**src/sv/srcc_pkg.sv**
```systemverilog
`timescale 1ns / 1ps

package srcc_pkg;

	localparam logic [7:0]  CRC_POLY   = 8'h31;
	localparam logic [7:0]  CRC_INIT   = 8'hFF;
	localparam logic [10:0] READY_MASK = 11'h7FF;
	localparam logic [1:0]  WPF_RESET  = 2'd3;
	localparam int          NUM_WORDS  = 3;

	localparam logic [14:0] TEMP_SCALE  = 15'd17500;
	localparam logic [13:0] HUM_SCALE   = 14'd10000;
	localparam logic [14:0] TEMP_OFFSET = 15'd4500;

	typedef enum logic [1:0] {
		PH_HIGH = 2'd0,
		PH_LOW  = 2'd1,
		PH_CRC  = 2'd2
	} phase_t;

	typedef struct packed {
		logic [15:0] w0;
		logic [15:0] w1;
		logic [15:0] w2;
		logic        crc_ok;
		logic [1:0]  bad;
	} frame_rec_t;

	typedef struct packed {
		logic full;
		logic empty;
	} q_status_t;

	function automatic logic [7:0] crc8(input logic [7:0] crc, input logic [7:0] b);
		logic [7:0] c;
		c = crc ^ b;
		for (int k = 0; k < 8; k++) begin
			if (c[7]) begin
				c = {c[6:0], 1'b0} ^ CRC_POLY;
			end else begin
				c = {c[6:0], 1'b0};
			end
		end
		return c;
	endfunction

endpackage

```
**src/sv/srcc_front.sv**
```systemverilog
`timescale 1ns / 1ps

module srcc_front (
	input  logic                clk,
	input  logic                arst_n,
	input  logic                cfg_we,
	input  logic [1:0]          cfg_wpf,
	input  logic                in_take,
	input  logic [7:0]          rx_byte,
	input  logic                frame_start,
	output logic                push,
	output srcc_pkg::frame_rec_t push_rec
);
	import srcc_pkg::*;

	logic [1:0]  wpf_q;
	logic [1:0]  word_q, word_e, word_n, nwords;
	phase_t      phase_q, phase_e, phase_n;
	logic [7:0]  crc_q, crc_n;
	logic [7:0]  hi_q, hi_n;
	logic [15:0] words_q [NUM_WORDS];
	logic [15:0] words_e [NUM_WORDS];
	logic [15:0] words_n [NUM_WORDS];
	logic        good_q, good_e, good_n;
	logic [1:0]  bad_q, bad_e, bad_n;
	logic        active, done;

	always_comb begin
		nwords  = (wpf_q == 2'd0) ? 2'd1 : wpf_q;
		// frame start restarts the frame, then this byte is byte 0
		word_e  = frame_start ? 2'd0 : word_q;
		phase_e = frame_start ? PH_HIGH : phase_q;
		good_e  = frame_start ? 1'b1 : good_q;
		bad_e   = frame_start ? 2'd0 : bad_q;
		for (int i = 0; i < NUM_WORDS; i++) begin
			words_e[i] = frame_start ? 16'd0 : words_q[i];
		end
		active  = word_e < nwords;

		word_n  = word_e;
		phase_n = phase_e;
		good_n  = good_e;
		bad_n   = bad_e;
		crc_n   = frame_start ? CRC_INIT : crc_q;
		hi_n    = frame_start ? 8'd0 : hi_q;
		words_n = words_e;
		done    = 1'b0;

		if (active) begin
			case (phase_e)
				PH_HIGH: begin
					hi_n    = rx_byte;
					crc_n   = crc8(CRC_INIT, rx_byte);
					phase_n = PH_LOW;
				end
				PH_LOW: begin
					crc_n = crc8(crc_q, rx_byte);
					for (int i = 0; i < NUM_WORDS; i++) begin
						if (word_e == 2'(i)) begin
							words_n[i] = {hi_q, rx_byte};
						end
					end
					phase_n = PH_CRC;
				end
				PH_CRC: begin
					if (crc_q != rx_byte && good_e) begin
						good_n = 1'b0;
						bad_n  = word_e;
					end
					crc_n   = CRC_INIT;
					phase_n = PH_HIGH;
					word_n  = word_e + 2'd1;
					done    = (word_e + 2'd1) == nwords;
				end
				default: begin
					phase_n = PH_HIGH;
				end
			endcase
		end
	end

	assign push            = in_take && done;
	assign push_rec.w0     = words_e[0];
	assign push_rec.w1     = words_e[1];
	assign push_rec.w2     = words_e[2];
	assign push_rec.crc_ok = good_n;
	assign push_rec.bad    = bad_n;

	always_ff @(posedge clk or negedge arst_n) begin
		if (!arst_n) begin
			wpf_q   <= WPF_RESET;
			word_q  <= 2'd0;
			phase_q <= PH_HIGH;
			crc_q   <= CRC_INIT;
			hi_q    <= 8'd0;
			good_q  <= 1'b1;
			bad_q   <= 2'd0;
			for (int i = 0; i < NUM_WORDS; i++) begin
				words_q[i] <= 16'd0;
			end
		end else begin
			if (cfg_we) begin
				wpf_q <= cfg_wpf;
			end
			if (in_take) begin
				word_q  <= word_n;
				phase_q <= phase_n;
				crc_q   <= crc_n;
				hi_q    <= hi_n;
				good_q  <= good_n;
				bad_q   <= bad_n;
				words_q <= words_n;
			end
		end
	end

endmodule

```
**src/sv/srcc_queue.sv**
```systemverilog
`timescale 1ns / 1ps

module srcc_queue (
	input  logic                 clk,
	input  logic                 arst_n,
	input  logic                 push,
	input  srcc_pkg::frame_rec_t push_rec,
	input  logic                 pop,
	output srcc_pkg::frame_rec_t pop_rec,
	output srcc_pkg::q_status_t  status
);
	import srcc_pkg::*;

	frame_rec_t mem_q [2];
	logic       wr_ptr_q, rd_ptr_q;
	logic [1:0] count_q;

	assign pop_rec      = mem_q[rd_ptr_q];
	assign status.full  = count_q == 2'd2;
	assign status.empty = count_q == 2'd0;

	always_ff @(posedge clk) begin
		if (push) begin
			mem_q[wr_ptr_q] <= push_rec;
		end
	end

	always_ff @(posedge clk or negedge arst_n) begin
		if (!arst_n) begin
			wr_ptr_q <= 1'b0;
			rd_ptr_q <= 1'b0;
			count_q  <= 2'd0;
		end else begin
			if (push) begin
				wr_ptr_q <= ~wr_ptr_q;
			end
			if (pop) begin
				rd_ptr_q <= ~rd_ptr_q;
			end
			case ({push, pop})
				2'b10:   count_q <= count_q + 2'd1;
				2'b01:   count_q <= count_q - 2'd1;
				default: count_q <= count_q;
			endcase
		end
	end

endmodule

```
**src/sv/srcc_back.sv**
```systemverilog
`timescale 1ns / 1ps

module srcc_back (
	input  logic                 clk,
	input  logic                 arst_n,
	input  srcc_pkg::q_status_t  q_status,
	input  srcc_pkg::frame_rec_t q_rec,
	output logic                 pop,
	output logic                 out_valid,
	input  logic                 out_stall,
	output logic [15:0]          co2_ppm,
	output logic [15:0]          temperature_word,
	output logic [15:0]          humidity_word,
	output logic signed [14:0]   temperature_centi,
	output logic [13:0]          humidity_centi,
	output logic                 data_ready,
	output logic                 crc_ok,
	output logic [1:0]           bad_word
);
	import srcc_pkg::*;

	logic        valid_s1;
	frame_rec_t  rec_s1;
	logic [30:0] tprod_s1;
	logic [29:0] hprod_s1;
	logic        out_valid_q;
	logic        load_out, adv_s1;
	logic [31:0] tsum, hsum;
	logic [14:0] tq;
	logic [13:0] hq;

	assign load_out = !out_valid_q || !out_stall;
	assign adv_s1   = !valid_s1 || load_out;
	assign pop      = adv_s1 && !q_status.empty;

	// divide by 65535: q = (x + (x >> 16) + 1) >> 16, exact for these ranges
	assign tsum = {1'b0, tprod_s1} + 32'(tprod_s1[30:16]) + 32'd1;
	assign hsum = {2'b0, hprod_s1} + 32'(hprod_s1[29:16]) + 32'd1;
	assign tq   = tsum[30:16];
	assign hq   = hsum[29:16];

	always_ff @(posedge clk) begin
		if (pop) begin
			rec_s1   <= q_rec;
			tprod_s1 <= 31'(q_rec.w1) * 31'(TEMP_SCALE);
			hprod_s1 <= 30'(q_rec.w2) * 30'(HUM_SCALE);
		end
		if (load_out && valid_s1) begin
			co2_ppm           <= rec_s1.w0;
			temperature_word  <= rec_s1.w1;
			humidity_word     <= rec_s1.w2;
			temperature_centi <= signed'(tq - TEMP_OFFSET);
			humidity_centi    <= hq;
			data_ready        <= (rec_s1.w0[10:0] & READY_MASK) != 11'd0;
			crc_ok            <= rec_s1.crc_ok;
			bad_word          <= rec_s1.bad;
		end
	end

	always_ff @(posedge clk or negedge arst_n) begin
		if (!arst_n) begin
			valid_s1    <= 1'b0;
			out_valid_q <= 1'b0;
		end else begin
			if (adv_s1) begin
				valid_s1 <= pop;
			end
			if (load_out) begin
				out_valid_q <= valid_s1;
			end
		end
	end

	assign out_valid = out_valid_q;

endmodule

```
**src/sv/sensor_response_crc_checker_core.sv**
```systemverilog
`timescale 1ns / 1ps
// Channel  | Handshake                  | Payload
// input    | in_valid / in_stall        | rx_byte, frame_start
// result   | out_valid / out_stall      | co2_ppm ... bad_word (8 fields)
// config   | cfg_valid / cfg_ready      | words_per_frame
//
// One byte per cycle while in_stall is low. A result leaves the front with the last
// byte of a frame and reaches out_valid via queue, product stage, output register.
// The two-entry frame queue sets when in_stall rises: only with both entries held.
// Reset (arst_n low) gives three words per frame and an empty pipeline.
// cfg_ready is always high.

module sensor_response_crc_checker_core (
	input  logic                 clk,
	input  logic                 arst_n,
	input  logic                 in_valid,
	output logic                 in_stall,
	input  logic [7:0]           rx_byte,
	input  logic                 frame_start,
	input  logic                 cfg_valid,
	output logic                 cfg_ready,
	input  logic [1:0]           words_per_frame,
	output logic                 out_valid,
	input  logic                 out_stall,
	output logic [15:0]          co2_ppm,
	output logic [15:0]          temperature_word,
	output logic [15:0]          humidity_word,
	output logic signed [14:0]   temperature_centi,
	output logic [13:0]          humidity_centi,
	output logic                 data_ready,
	output logic                 crc_ok,
	output logic [1:0]           bad_word
);
	import srcc_pkg::*;

	logic       in_take, push, pop;
	frame_rec_t push_rec, pop_rec;
	q_status_t  q_status;

	assign cfg_ready = 1'b1;
	assign in_stall  = q_status.full;
	assign in_take   = in_valid && !in_stall;

	srcc_front u_front (
		.clk         (clk),
		.arst_n      (arst_n),
		.cfg_we      (cfg_valid && cfg_ready),
		.cfg_wpf     (words_per_frame),
		.in_take     (in_take),
		.rx_byte     (rx_byte),
		.frame_start (frame_start),
		.push        (push),
		.push_rec    (push_rec)
	);

	srcc_queue u_queue (
		.clk      (clk),
		.arst_n   (arst_n),
		.push     (push),
		.push_rec (push_rec),
		.pop      (pop),
		.pop_rec  (pop_rec),
		.status   (q_status)
	);

	srcc_back u_back (
		.clk               (clk),
		.arst_n            (arst_n),
		.q_status          (q_status),
		.q_rec             (pop_rec),
		.pop               (pop),
		.out_valid         (out_valid),
		.out_stall         (out_stall),
		.co2_ppm           (co2_ppm),
		.temperature_word  (temperature_word),
		.humidity_word     (humidity_word),
		.temperature_centi (temperature_centi),
		.humidity_centi    (humidity_centi),
		.data_ready        (data_ready),
		.crc_ok            (crc_ok),
		.bad_word          (bad_word)
	);

endmodule

```
**config.mk**
```make
export PLATFORM = sky130hd
export DESIGN_NAME = sensor_response_crc_checker_core
export DESIGN_NICKNAME = d
export VERILOG_FILES = /design/src/sv/srcc_pkg.sv /design/src/sv/srcc_front.sv /design/src/sv/srcc_queue.sv /design/src/sv/srcc_back.sv /design/src/sv/sensor_response_crc_checker_core.sv
export SDC_FILE = /design/constraint.sdc
export NUM_CORES = 1
export LEC_CHECK = 0
export BUFFER_PORTS_ARGS = -buffer_cell sky130_fd_sc_hd__buf_4
export CORE_MARGIN = 2
export CORE_UTILIZATION = 64
export CTS_BUF_LIST = sky130_fd_sc_hd__clkbuf_8
export DETAILED_ROUTE_END_ITERATION = 7
export MAX_ROUTING_LAYER = met4
export PLACE_DENSITY = 0.83
export RECOVER_POWER = 50
export SETUP_SLACK_MARGIN = 0.2
export SLEW_MARGIN = 20
export SYNTH_ARGS = -nofsm -noshare
export SYNTH_HDL_FRONTEND = slang
export SYNTH_SLANG_ARGS = --single-unit
export TNS_END_PERCENT = 10
```
**constraint.sdc**
```tcl
create_clock -name clk -period 7.9 [get_ports clk]
set_clock_uncertainty 0.1 [all_clocks]
set_input_delay 2.37 -clock clk [delete_from_list [all_inputs] [get_ports clk]]
set_output_delay 2.37 -clock clk [all_outputs]
set_load 0.02 [all_outputs]
```
==> reports/qor.txt <==
status - finished with violations
failing checks - capacitance limit, slew limit
max incr delay on CP - 0.97 ns
Sink Count - 363
initial drt markers - 777
Area contributors post-synth - edfxtp_1 (43%), ha_1 (12%), dfrtp_1 (8.5%)
CP startpoint kind - flip-flop
gr ovfl total - 0
Syn Area/Cell - 13.00 um^2
sequential fraction of the synthesis area - 52.61%
Max Transition Viols Final - 163
Area growth syn-to-layout - 12.22%
Max Cap Viol - 4
core area - 0.03067 mm^2
routed wire length per instance - 17.69 um
final setup fails - 0
FP Rows - 64
Synth Net Count - 1,832
endpoints failing hold - 0
hold buffers post-CTS - 0
final antenna diode count - 0
Worst-path clk slew - 0.06 ns
Syn Inst Count - 1,538
die footprint - 0.03267 mm^2
initial antenna violation count - 0
first-pass GRT wire length - 61,670 um
share of the synthesized area in the top cell type - 42.65%
Die W - 180.8 um
asr flop ratio synth - 21.76%
dpl hpwl - 26,380 um
RSZ-0062 raised after global routing - no
Post-Synth Simple-Gate Area - 6.633%
PostCTS Resize Cnt - 0
DR vias - 11,951
CP Capture Type - flip-flop
# IOs - 100
critical path fanouts, max - 35
WS Path Type - reg -> reg
Clock Latency Late Sink - 0.63 ns
Detailed Routing Iterations Pass 1 - 5
Synth Area in Compound Gates - 7.984%
CTS tree - built
layout cells sized above 1 - 13.57%
register bit total from synthesis - 363
largest area contributor in the netlist - edfxtp_1
PortBufs - 98
mux share of post-synthesis cell area - 2.991%
H-Tree Depth - 2
number of global-route vias before repair - 12,412
Post-route DRC - 0
Max transition margin - -127.2%
Worst Path Required - 8.27 ns
Max Clock Freq - 0.1523 GHz
Synth Area in Adders - 20.40%
largest family of logic cells by synthesized area - adder cells
Synthesis Warnings - 0
setup bufs post-CTS - 0
final-layout fill cell count - 1,968
DRT antenna net count - 0
CTS Root Cell - clkbuf_8
Worst-Margin Slew - 3.408 ns
wirelength, routed - 37,380 um
final worst path period share - 83.09%
post-synth cell types - 63
Util after Layout - 73.16%
RePlAce Congestion - 0.8993
final critical-path required period - 6.564 ns
cts bufs inserted - 59
Layout Nets - 1,962
die height - 180.8 um
Primary FF master, synth - edfxtp_1
Total GRT Usage - 24.06%
Cell Chain, Critical Path - clkbuf_1 > mux2i_1 > inv_1 > ha_1 > inv_1 > ha_1 > ha_1 > fa_1 > inv_1 > fa_1 > inv_1 > ha_1 > a21o_1 > a21o_1 > a21oi_1 > o21ai_0 > a41oi_1 > a21oi_1 > or4_1 > nand3_1
arrival time at the worst endpoint - 6.93 ns
Worst path slowest cell - dfrtp_2
Netlist Area Pre-Place - 0.02000 mm^2
XOR/XNOR share of the synthesized area - 4.468%
multi-input logic area - 0.008506 mm^2
Max Buffers Root-to-Sink - 3
Reg area - 0.01052 mm^2
routed vias/inst - 5.656
pin count of the biggest net entering global routing - 80
Post-synth EDFFs - 284
Hold/Removal Path Class - reg -> reg
Initial Util - 65.20%
## cell usage in the layout (no fill, tap or decap), types with 48 or more instances in the layout
master    instances
nor2b_1          61
clkbuf_8         70
inv_1           238
fa_1             80
edfxtp_1        284
a21oi_1          49
a22o_1           48
ha_1            198
xnor2_1          64
dfrtp_1          67
buf_4            98
nand2_1          53
## registers in the layout (all words and copies together), names as in the netlist, 8 cells and up
signal and count:
u_front.hi_q 8, u_back.temperature_centi 15, u_back.humidity_centi 14, u_back.co2_ppm 16, u_back.hprod_s1 22, u_back.humidity_word 16, u_back.tprod_s1 28, u_back.rec_s1 51
u_front.crc_q 8, u_front.words_q 48, u_queue.mem_q 102, u_back.temperature_word 16
## cells by family (layout without fill, tap and decap cells)
group,after synthesis,count (layout)
xor+xnor,102,102
buf+inv,259,438
other cells,1,1
mux,56,56
simple gates,254,254
fa+ha+maj,278,278
compound gates,225,225
flops,363,363
## area by class of cell
type	count	area share, %
Clock buffer	70	4.294
Clock inverter	40	1.584
Inverter	221	3.697
Multi-Input combinational cell	916	37.91
Sequential cell	363	46.88
Tap cell	396	2.208
Timing Repair Buffer	107	3.429
## worst max-delay path: cells and delay by family, from the launching register on
family	cells	cell delay, ns
mux	1	0.49
fa+ha+maj	6	2.26
compound gates	6	1.11
buf+inv	5	0.93
simple gates	2	0.53
flops	1	0.97
## per-layer routing
| layer | part of all wire, % | up-vias | track usage (%) |
|---|---|---|---|
| met4 | 3.1 | 0 | 8.516 |
| met2 | 48 | 337 | 38.60 |
| met5 | 0 | - | - |
| met3 | 4.8 | 84 | 3.749 |
| li1 | - | 5673 | - |
| met1 | 44 | 5857 | 31.54 |
## path summary, 6_finish.rpt
check                            startpoint                 endpoint  slack [ns]  depth (start not counted)
max in group asynchronous            arst_n      u_front.words_q[13]        2.32                          2
min in group asynchronous            arst_n      u_front.words_q[43]        1.88                          1
min                        u_back.rec_s1[8]  u_back.humidity_word[5]        0.31                          0
max                        u_queue.rd_ptr_q      u_back.tprod_s1[29]        1.34                         20
min reg2reg                u_back.rec_s1[8]  u_back.humidity_word[5]        0.31                          0
max reg2reg                u_queue.rd_ptr_q      u_back.tprod_s1[29]        1.34                         20
## cell usage after synthesis, types with 18 or more instances
cell / count
edfxtp_1: 284
inv_1: 221
ha_1: 198
fa_1: 80
dfrtp_1: 68
xnor2_1: 64
nor2b_1: 61
nand2_1: 53
a21oi_1: 49
a22o_1: 48
nor2_1: 46
xor2_1: 38
clkbuf_1: 34
o21ai_0: 32
mux2_2: 30
mux2i_1: 26
a21o_1: 19
nand3_1: 18
## metrics by stage
| step | cells | cell area [um^2] | worst slack, ns | hold slack (ns) | TNS (ns) |
|---|---|---|---|---|---|
| floorplan | 1538 | 20000 | -0.4137 | 0.3003 | -0.7315 |
| global placement | 2000 | 21170 | 1.643 | 0.3013 | 0 |
| detailed placement | 2001 | 21190 | 1.561 | 0.3045 | 0 |
| CTS | 2111 | 22510 | 1.524 | 0.3032 | 0 |
| global route | 2113 | 22440 | 0.8379 | 0.3175 | 0 |
| finish | 2113 | 22440 | 1.336 | 0.3145 | 0 |
Power is left out: the tool's default activity adds up to more than one toggle a clock period on the data nets, which glitch-free logic cannot reach.
